==> src/rtl/assert_macros.svh <==
// ----------------------------------------------------------------------------
// Assertion macros
// Shared helpers for concurrent checks on clocked logic with an active low
// reset.
// ----------------------------------------------------------------------------
`ifndef ASSERT_MACROS_SVH
`define ASSERT_MACROS_SVH

// A condition that must hold at every rising edge outside reset.
`define ASSERT_ALWAYS(lbl, clk, rst_n, cond, msg) \
	lbl: assert property (@(posedge clk) disable iff (!rst_n) (cond)) else $error(msg);

// A cause in one cycle that must be followed by an effect in the next.
`define ASSERT_NEXT(lbl, clk, rst_n, cause, effect, msg) \
	lbl: assert property (@(posedge clk) disable iff (!rst_n) (cause) |=> (effect)) \
		else $error(msg);

`endif

==> src/rtl/tmwf_pkg.sv <==
// ----------------------------------------------------------------------------
// Trimmed mean window filter package
// Shared widths, defaults, state encoding and control structures.
// ----------------------------------------------------------------------------
package tmwf_pkg;

	localparam int DATA_W          = 16;
	localparam int WINDOW_SIZE_DEF = 10;
	localparam int TRIM_EACH_END   = 2;

	localparam logic signed [DATA_W-1:0] SAMPLE_MAX = {1'b0, {(DATA_W-1){1'b1}}};
	localparam logic signed [DATA_W-1:0] SAMPLE_MIN = {1'b1, {(DATA_W-1){1'b0}}};

	typedef enum logic [2:0] {
		ST_IDLE,
		ST_READ,
		ST_DRAIN,
		ST_CALC,
		ST_OUT
	} tmwf_state_t;

	// Control for the order statistics accumulator.
	typedef struct packed {
		logic clear;
		logic en;
	} acc_ctl_t;

endpackage

==> src/rtl/tmwf_window_ram.sv <==
// ----------------------------------------------------------------------------
// Window sample memory
// Single write port, one registered read port. Entries not written since the
// last level write read back as the current initial level.
// ----------------------------------------------------------------------------
module tmwf_window_ram
	import tmwf_pkg::*;
#(
	parameter int WINDOW_SIZE = WINDOW_SIZE_DEF,
	parameter int IDX_W       = $clog2(WINDOW_SIZE)
) (
	input  logic                     clk,
	input  logic                     arst_n,
	input  logic                     level_we,
	input  logic signed [DATA_W-1:0] level,
	input  logic                     we,
	input  logic [IDX_W-1:0]         waddr,
	input  logic signed [DATA_W-1:0] wdata,
	input  logic                     re,
	input  logic [IDX_W-1:0]         raddr,
	output logic signed [DATA_W-1:0] rdata
);

	logic signed [DATA_W-1:0] mem [WINDOW_SIZE];
	logic [WINDOW_SIZE-1:0]   vld_q;
	logic signed [DATA_W-1:0] level_q;
	logic signed [DATA_W-1:0] rdata_s1;
	logic                     rvld_s1;

	always_ff @(posedge clk) begin
		if (we) begin
			mem[waddr] <= wdata;
		end
		if (re) begin
			rdata_s1 <= mem[raddr];
			rvld_s1  <= vld_q[raddr];
		end
	end

	// A level write invalidates every slot at once instead of sweeping the array.
	always_ff @(posedge clk or negedge arst_n) begin
		if (!arst_n) begin
			vld_q   <= '0;
			level_q <= '0;
		end else if (level_we) begin
			vld_q   <= '0;
			level_q <= level;
		end else if (we) begin
			vld_q[waddr] <= 1'b1;
		end
	end

	assign rdata = rvld_s1 ? rdata_s1 : level_q;

endmodule

==> src/rtl/tmwf_order_stats.sv <==
// ----------------------------------------------------------------------------
// Order statistics accumulator
// Takes one window entry per cycle while enabled and keeps the running total
// together with the two smallest and two largest values seen.
// ----------------------------------------------------------------------------
module tmwf_order_stats
	import tmwf_pkg::*;
#(
	parameter int WINDOW_SIZE = WINDOW_SIZE_DEF,
	parameter int ACC_W       = DATA_W + $clog2(WINDOW_SIZE) + 1
) (
	input  logic                     clk,
	input  acc_ctl_t                 ctl,
	input  logic signed [DATA_W-1:0] value,
	output logic signed [ACC_W-1:0]  total,
	output logic signed [DATA_W-1:0] lo1,
	output logic signed [DATA_W-1:0] lo2,
	output logic signed [DATA_W-1:0] hi1,
	output logic signed [DATA_W-1:0] hi2
);

	logic signed [ACC_W-1:0]  total_q;
	logic signed [DATA_W-1:0] lo1_q, lo2_q, hi1_q, hi2_q;

	// lo1 <= lo2 and hi1 >= hi2 always; equal values count separately.
	always_ff @(posedge clk) begin
		if (ctl.clear) begin
			total_q <= '0;
			lo1_q   <= SAMPLE_MAX;
			lo2_q   <= SAMPLE_MAX;
			hi1_q   <= SAMPLE_MIN;
			hi2_q   <= SAMPLE_MIN;
		end else if (ctl.en) begin
			total_q <= total_q + ACC_W'(value);
			if (value < lo1_q) begin
				lo2_q <= lo1_q;
				lo1_q <= value;
			end else if (value < lo2_q) begin
				lo2_q <= value;
			end
			if (value > hi1_q) begin
				hi2_q <= hi1_q;
				hi1_q <= value;
			end else if (value > hi2_q) begin
				hi2_q <= value;
			end
		end
	end

	assign total = total_q;
	assign lo1   = lo1_q;
	assign lo2   = lo2_q;
	assign hi1   = hi1_q;
	assign hi2   = hi2_q;

endmodule

==> src/rtl/tmwf_mean_div.sv <==
// ----------------------------------------------------------------------------
// Trimmed mean divider
// Forms the rounded trimmed sum and divides it by the kept count with a
// reciprocal multiply, one correction step and truncation toward zero.
// ----------------------------------------------------------------------------
module tmwf_mean_div
	import tmwf_pkg::*;
#(
	parameter int WINDOW_SIZE = WINDOW_SIZE_DEF,
	parameter int ACC_W       = DATA_W + $clog2(WINDOW_SIZE) + 1
) (
	input  logic                     clk,
	input  logic                     arst_n,
	input  logic                     start,
	input  logic signed [ACC_W-1:0]  total,
	input  logic signed [DATA_W-1:0] lo1,
	input  logic signed [DATA_W-1:0] lo2,
	input  logic signed [DATA_W-1:0] hi1,
	input  logic signed [DATA_W-1:0] hi2,
	output logic                     done,
	output logic signed [DATA_W-1:0] quot
);

	localparam int KEPT  = WINDOW_SIZE - 2 * TRIM_EACH_END;
	localparam int SHIFT = ACC_W;
	localparam longint unsigned RECIP_FULL = (64'd1 << SHIFT) / KEPT;
	localparam logic [SHIFT:0]     RECIP = (SHIFT+1)'(RECIP_FULL);
	localparam logic [ACC_W-1:0]   KC    = ACC_W'(KEPT);
	localparam logic signed [ACC_W-1:0] HALF = ACC_W'(KEPT / 2);

	logic signed [ACC_W-1:0]  x_s1;
	logic [ACC_W-1:0]         a_s2, a_s3, a_s4;
	logic                     neg_s2, neg_s3, neg_s4, neg_s5;
	logic [2*ACC_W:0]         prod_s3;
	logic [ACC_W-1:0]         q0_s4, q0_s5, r_s5;
	logic                     v_s1, v_s2, v_s3, v_s4, v_s5;
	logic [ACC_W-1:0]         q_fix;
	logic signed [DATA_W-1:0] quot_q;
	logic                     done_q;

	always_ff @(posedge clk or negedge arst_n) begin
		if (!arst_n) begin
			v_s1   <= 1'b0;
			v_s2   <= 1'b0;
			v_s3   <= 1'b0;
			v_s4   <= 1'b0;
			v_s5   <= 1'b0;
			done_q <= 1'b0;
		end else begin
			v_s1   <= start;
			v_s2   <= v_s1;
			v_s3   <= v_s2;
			v_s4   <= v_s3;
			v_s5   <= v_s4;
			done_q <= v_s5;
		end
	end

	// The quotient estimate is at most one short, so a single compare fixes it.
	assign q_fix = (r_s5 >= KC) ? q0_s5 + 1'b1 : q0_s5;

	always_ff @(posedge clk) begin
		x_s1    <= total - ACC_W'(lo1) - ACC_W'(lo2) - ACC_W'(hi1) - ACC_W'(hi2) + HALF;
		neg_s2  <= x_s1[ACC_W-1];
		a_s2    <= x_s1[ACC_W-1] ? ACC_W'(-x_s1) : ACC_W'(x_s1);
		prod_s3 <= (2*ACC_W+1)'(a_s2) * (2*ACC_W+1)'(RECIP);
		a_s3    <= a_s2;
		neg_s3  <= neg_s2;
		q0_s4   <= prod_s3[SHIFT +: ACC_W];
		a_s4    <= a_s3;
		neg_s4  <= neg_s3;
		q0_s5   <= q0_s4;
		r_s5    <= a_s4 - q0_s4 * KC;
		neg_s5  <= neg_s4;
		if (v_s5) begin
			quot_q <= neg_s5 ? -DATA_W'(q_fix) : DATA_W'(q_fix);
		end
	end

	assign done = done_q;
	assign quot = quot_q;

endmodule

==> src/rtl/trimmed_mean_window_filter.sv <==
// Each accepted sample starts a pass that reads every window entry from the
// memory port, followed by the divider pipeline and the output load; the next
// sample is taken only after that load, so a waiting result holds off the next
// input. Reset: asynchronous, active low; the window reads as all zero
// afterwards. A level write needs no clearing pass.
// ----------------------------------------------------------------------------
// Trimmed mean window filter
// Circular sample window in memory, a sequential order statistics pass per
// sample and a pipelined division by the kept count.
// ----------------------------------------------------------------------------
`include "assert_macros.svh"

module trimmed_mean_window_filter
	import tmwf_pkg::*;
#(
	parameter int WINDOW_SIZE = WINDOW_SIZE_DEF
) (
	input  logic                     clk,
	input  logic                     arst_n,
	input  logic                     cfg_we,
	input  logic signed [DATA_W-1:0] initial_level,
	input  logic                     in_valid,
	output logic                     in_ready,
	input  logic signed [DATA_W-1:0] sample,
	output logic                     out_valid,
	input  logic                     out_ready,
	output logic signed [DATA_W-1:0] filtered
);

	localparam int IDX_W = $clog2(WINDOW_SIZE);
	localparam int ACC_W = DATA_W + $clog2(WINDOW_SIZE) + 1;
	localparam logic [IDX_W-1:0] LAST_IDX = IDX_W'(WINDOW_SIZE - 1);

	tmwf_state_t state_q, state_d;

	logic [IDX_W-1:0]         wp_q;
	logic [IDX_W-1:0]         rd_idx_q;
	logic                     rd_vld_s1;
	logic                     start_s1;
	logic                     mem_re;
	logic                     load_out;
	logic                     in_fire;
	acc_ctl_t                 acc_ctl;
	logic signed [DATA_W-1:0] rd_data;
	logic signed [ACC_W-1:0]  total;
	logic signed [DATA_W-1:0] lo1, lo2, hi1, hi2;
	logic                     div_done;
	logic signed [DATA_W-1:0] quot;
	logic                     out_valid_q;
	logic signed [DATA_W-1:0] filtered_q;
	logic                     out_free;

	assign in_fire  = in_valid && in_ready;
	assign out_free = !out_valid_q || out_ready;

	always_ff @(posedge clk or negedge arst_n) begin
		if (!arst_n) begin
			state_q <= ST_IDLE;
		end else begin
			state_q <= state_d;
		end
	end

	always_comb begin
		state_d     = state_q;
		in_ready    = 1'b0;
		mem_re      = 1'b0;
		load_out    = 1'b0;
		acc_ctl     = '0;
		acc_ctl.en  = rd_vld_s1;
		case (state_q)
			ST_IDLE: begin
				in_ready      = 1'b1;
				acc_ctl.clear = in_valid;
				if (in_valid) begin
					state_d = ST_READ;
				end
			end
			ST_READ: begin
				mem_re = 1'b1;
				if (rd_idx_q == LAST_IDX) begin
					state_d = ST_DRAIN;
				end
			end
			ST_DRAIN: begin
				state_d = ST_CALC;
			end
			ST_CALC: begin
				if (div_done) begin
					if (out_free) begin
						load_out = 1'b1;
						state_d  = ST_IDLE;
					end else begin
						state_d = ST_OUT;
					end
				end
			end
			ST_OUT: begin
				if (out_free) begin
					load_out = 1'b1;
					state_d  = ST_IDLE;
				end
			end
			default: begin
				state_d = ST_IDLE;
			end
		endcase
	end

	always_ff @(posedge clk or negedge arst_n) begin
		if (!arst_n) begin
			wp_q        <= '0;
			rd_idx_q    <= '0;
			rd_vld_s1   <= 1'b0;
			start_s1    <= 1'b0;
			out_valid_q <= 1'b0;
		end else begin
			rd_vld_s1 <= mem_re;
			start_s1  <= (state_q == ST_DRAIN);
			if (cfg_we) begin
				wp_q <= '0;
			end else if (in_fire) begin
				wp_q <= (wp_q == LAST_IDX) ? '0 : wp_q + 1'b1;
			end
			if (mem_re) begin
				rd_idx_q <= (rd_idx_q == LAST_IDX) ? '0 : rd_idx_q + 1'b1;
			end
			if (load_out) begin
				out_valid_q <= 1'b1;
			end else if (out_ready) begin
				out_valid_q <= 1'b0;
			end
		end
	end

	always_ff @(posedge clk) begin
		if (load_out) begin
			filtered_q <= quot;
		end
	end

	assign out_valid = out_valid_q;
	assign filtered  = filtered_q;

	tmwf_window_ram #(
		.WINDOW_SIZE(WINDOW_SIZE),
		.IDX_W      (IDX_W)
	) u_ram (
		.clk     (clk),
		.arst_n  (arst_n),
		.level_we(cfg_we),
		.level   (initial_level),
		.we      (in_fire),
		.waddr   (wp_q),
		.wdata   (sample),
		.re      (mem_re),
		.raddr   (rd_idx_q),
		.rdata   (rd_data)
	);

	tmwf_order_stats #(
		.WINDOW_SIZE(WINDOW_SIZE),
		.ACC_W      (ACC_W)
	) u_stats (
		.clk  (clk),
		.ctl  (acc_ctl),
		.value(rd_data),
		.total(total),
		.lo1  (lo1),
		.lo2  (lo2),
		.hi1  (hi1),
		.hi2  (hi2)
	);

	tmwf_mean_div #(
		.WINDOW_SIZE(WINDOW_SIZE),
		.ACC_W      (ACC_W)
	) u_div (
		.clk   (clk),
		.arst_n(arst_n),
		.start (start_s1),
		.total (total),
		.lo1   (lo1),
		.lo2   (lo2),
		.hi1   (hi1),
		.hi2   (hi2),
		.done  (div_done),
		.quot  (quot)
	);

	// The read pass never overlaps a sample write, so no forwarding is needed.
	`ASSERT_ALWAYS(a_no_rw_overlap, clk, arst_n, !(in_fire && mem_re), "read during write")
	`ASSERT_NEXT(a_busy_after_accept, clk, arst_n, in_fire, !in_ready && state_q == ST_READ, "not busy after accept")
	`ASSERT_ALWAYS(a_done_in_calc, clk, arst_n, !div_done || state_q == ST_CALC, "divider result outside calc")
	`ASSERT_NEXT(a_read_pass_len, clk, arst_n, mem_re && rd_idx_q == LAST_IDX, state_q == ST_DRAIN && rd_idx_q == '0, "read pass length")

endmodule

==> config.mk <==
export PLATFORM = sky130hd
export DESIGN_NAME = trimmed_mean_window_filter
export DESIGN_NICKNAME = d
export VERILOG_FILES = /design/src/rtl/tmwf_pkg.sv /design/src/rtl/tmwf_window_ram.sv /design/src/rtl/tmwf_order_stats.sv /design/src/rtl/tmwf_mean_div.sv /design/src/rtl/trimmed_mean_window_filter.sv
export VERILOG_INCLUDE_DIRS = /design/src /design/src/rtl
export SDC_FILE = /design/constraint.sdc
export NUM_CORES = 1
export LEC_CHECK = 0
export BUFFER_PORTS_ARGS = -buffer_cell sky130_fd_sc_hd__buf_4
export CORE_AREA = 2 2 262 264
export DETAILED_ROUTE_END_ITERATION = 16
export DIE_AREA = 0 0 264 266
export PLACE_DENSITY = 0.71
export SYNTH_ARGS = -nofsm -noshare
export SYNTH_HDL_FRONTEND = slang
export SYNTH_HIERARCHICAL = 1
export SYNTH_SLANG_ARGS = --single-unit
==> constraint.sdc <==
create_clock -name clk -period 6.1 [get_ports clk]
set_input_delay 0.61 -clock clk [delete_from_list [all_inputs] [get_ports clk]]
set_output_delay 0.61 -clock clk [all_outputs]
set_load 0.03 [all_outputs]
==> out/summary.txt <==
CP cell instances -> ha_1 > fa_1 > fa_1 > inv_1 > fa_1 > inv_1 > fa_1 > fa_1 > ha_1 > a21o_1 > a221oi_2 > o21ai_0 > a31oi_1 > a21boi_2 > a21o_1 > a221o_1 > a21oi_2 > xnor2_1
CTS Buffer Depth -> 3
CP Buf/Inv Count -> 2
Vias/cell -> 5.38
Die span in y -> 266 um
Slowest CP cell -> fa_1
CTS clk-pin slew, worst paths -> 0.06 ns
WL/cell -> 18.7 um
Sequential share of the synthesized area -> 40.2%
Final hold slack -> 0.207 ns
Kind of end point of the critical path -> flip-flop
Relative slew slack -> 24.0%
Slew @ Worst Pin -> 1.14 ns
Nets -> 3336
CP Data Required Time -> 6.60 ns
IO Port Bufs -> 54
Worst setup SP type -> flip-flop
Gpl congestion -> 0.896
Iteration-0 DRC Markers -> 1242
Die area -> 70200 sq um
Worst Setup Path Type -> flip-flop to flip-flop
First-pass GRT wire length -> 111000 um
Ys Warns -> 6
Synthesized area per cell -> 11.3 sq um
Hold crit path type -> input pin to flip-flop
Overall routing resource usage -> 19.9%
CTS tree -> yes
Number of library cell types mapped by synthesis -> 96
CTS Sinks -> 500
Clk_lat worst skew -> 0.63 ns
Initial Util -> 45.3%
Synth area leader -> edfxtp_1
Largest net degree at the start of global routing -> 65
H-tree depth -> 2
Final Non-Filler Cells -> 3706
Placed inst area -> 32100 sq um
FFs w/ async S/R, synth -> 9.20%
Setup TNS Final -> 0 ns
Fin crit share -> 95.3%
CP top delay family -> adder cells
Clk root buf -> clkbuf_16
Status -> finished clean
DIE WIDTH -> 264 um
Worst-case clock skew -> 0.0610 ns
I/O pin count -> 55
Synth area leaders -> edfxtp_1, dfxtp_1, ha_1
Post-layout min period -> 5.81 ns
Post-synth EDFFs -> 209
Final wirelength -> 69300 um
TritonRoute pass-1 iters -> 5
Synth Net Count -> 3263
Share of cells above drive strength 1 -> 11.5%
GRT overflow -> 0
Yosys top cell area share -> 20.4%
Synthesized netlist cell count -> 2708
Synth Register Bits -> 500
Final hold vios -> 0
Crit Path Max Fanout -> 5
Maximum clock frequency -> 172 MHz
DRC errors left -> 0
Top FF cell, synth -> dfxtp_1
Via count -> 19900
Max Slew Vio Count -> 0
Max incr delay on CP -> 0.54 ns
Max Cap Viol -> 0
Post-Synthesis Cell Area -> 30700 sq um
Crit path DAT -> 6.31 ns
Core Area -> 67700 sq um
Vias in the first global route -> 20900
Final Setup Violations -> 0
Row count -> 96
Placed cells -> 3605
Area delta synth->final -> 10.6%
CTS buffer count -> 53
Antenna fix cells -> 0
Most Frequent Cell on Critical Path -> fa_1
Cell area after layout -> 34000 sq um
Hpwl dp -> 52200 um
Initial antenna violation count -> 0
Final ANT Viol Nets -> 0
[metal layers]
layer  GRT usage, %  vias up  wire [um]
met5              0        -          0
met4           5.82        0       1620
met3           2.28       94       2670
met2           35.4      394      34900
met1           25.4     9908      30100
li1               -     9535          -
[layout make-up]
class,count,area (sq um)
multi-input combinational,1726,16500
tap,882,1100
clock inverter,24,320
sequential,500,12300
inverter,413,1550
timing repair buffer,87,656
fill,5960,33800
clock buffer,74,1520
[cells in the mapped netlist (all sizes together) (46+ instances only)]
library cell  instances
a21o                 55
a21oi               104
dfrtp                46
dfxtp               245
edfxtp              209
fa                  190
ha                  328
inv                 413
mux2                 82
mux2i                76
nand2               100
nor2                156
o21ai                63
xnor2               100
[timing repair]
action	4_1_cts	5_1_grt
hold buffers	1	0
endpoints found under the setup margin	0	7
endpoints found under the hold margin	7	0
resized for setup	0	9
setup buffers	0	2
[flip-flops by register name (all words and copies together), names as in the netlist, 19 cells and up]
signal / count
u_ram/mem: 160
u_div/x_s1: 21
u_div/a_s3: 20
u_div/a_s4: 20
u_div/a_s2: 21
u_div/prod_s3: 19
u_div/q0_s4: 19
u_div/r_s5: 20
u_stats/total: 21
[final timing paths]
| kind | end | slack [ns] | start | cells past startpoint |
|---|---|---|---|---|
| worst max-delay path | u_div/prod_s3[33] | 0.29 | u_div/a_s2[4] | 18 |
| worst min-delay path | u_ram/level_q[10] | 0.21 | initial_level[10] | 2 |
| worst max register to register | u_div/prod_s3[33] | 0.29 | u_div/a_s2[4] | 18 |
| worst min register to register | u_div/q0_s4[4] | 0.31 | u_div/prod_s3[25] | 0 |
| max in group asynchronous | rd_idx_q[0] | 4.97 | arst_n | 2 |
| min in group asynchronous | u_ram/level_q[7] | 0.57 | arst_n | 2 |
[cell families after synthesis]
family / after synthesis / synth area share, %
xor+xnor: 136 / 3.88
mux: 159 / 5.56
flops: 500 / 40.2
fa+ha+maj: 518 / 25.8
compound gates: 451 / 10.7
simple gates: 462 / 7.52
buf+inv: 482 / 6.36
[worst register-to-register path: cells and delay by family (launching register included)]
kind                       cells  cell delay (ns)
adders and majority gates      7             3.28
AOI/OAI and AO/OA              8             1.82
xor gates and xnor gates       1             0.13
buffers and inverters          2             0.11
DFF                            1             0.35
[stage by stage]
step	worst slack [ns]	utilization [%]
final	0.288	50.1
after global routing	-0.0452	50.1
after global placement	0.254	47.3
after CTS	0.0587	50.0
after floorplan	0.572	-
after detailed placement	0.0858	47.3
[placed cells by master, fill, tap and decap left out, types with 55 or more instances in the layout]
| cell type | count |
|---|---|
| a21o_1 | 55 |
| a21oi_1 | 101 |
| buf_4 | 86 |
| clkbuf_16 | 55 |
| dfxtp_1 | 241 |
| edfxtp_1 | 209 |
| fa_1 | 190 |
| ha_1 | 328 |
| inv_1 | 412 |
| mux2_2 | 82 |
| mux2i_1 | 76 |
| nand2_1 | 100 |
| nor2_1 | 155 |
| xnor2_1 | 100 |
Power is left out: the tool's default activity adds up to more than one toggle a clock period on the data nets, which glitch-free logic cannot reach.
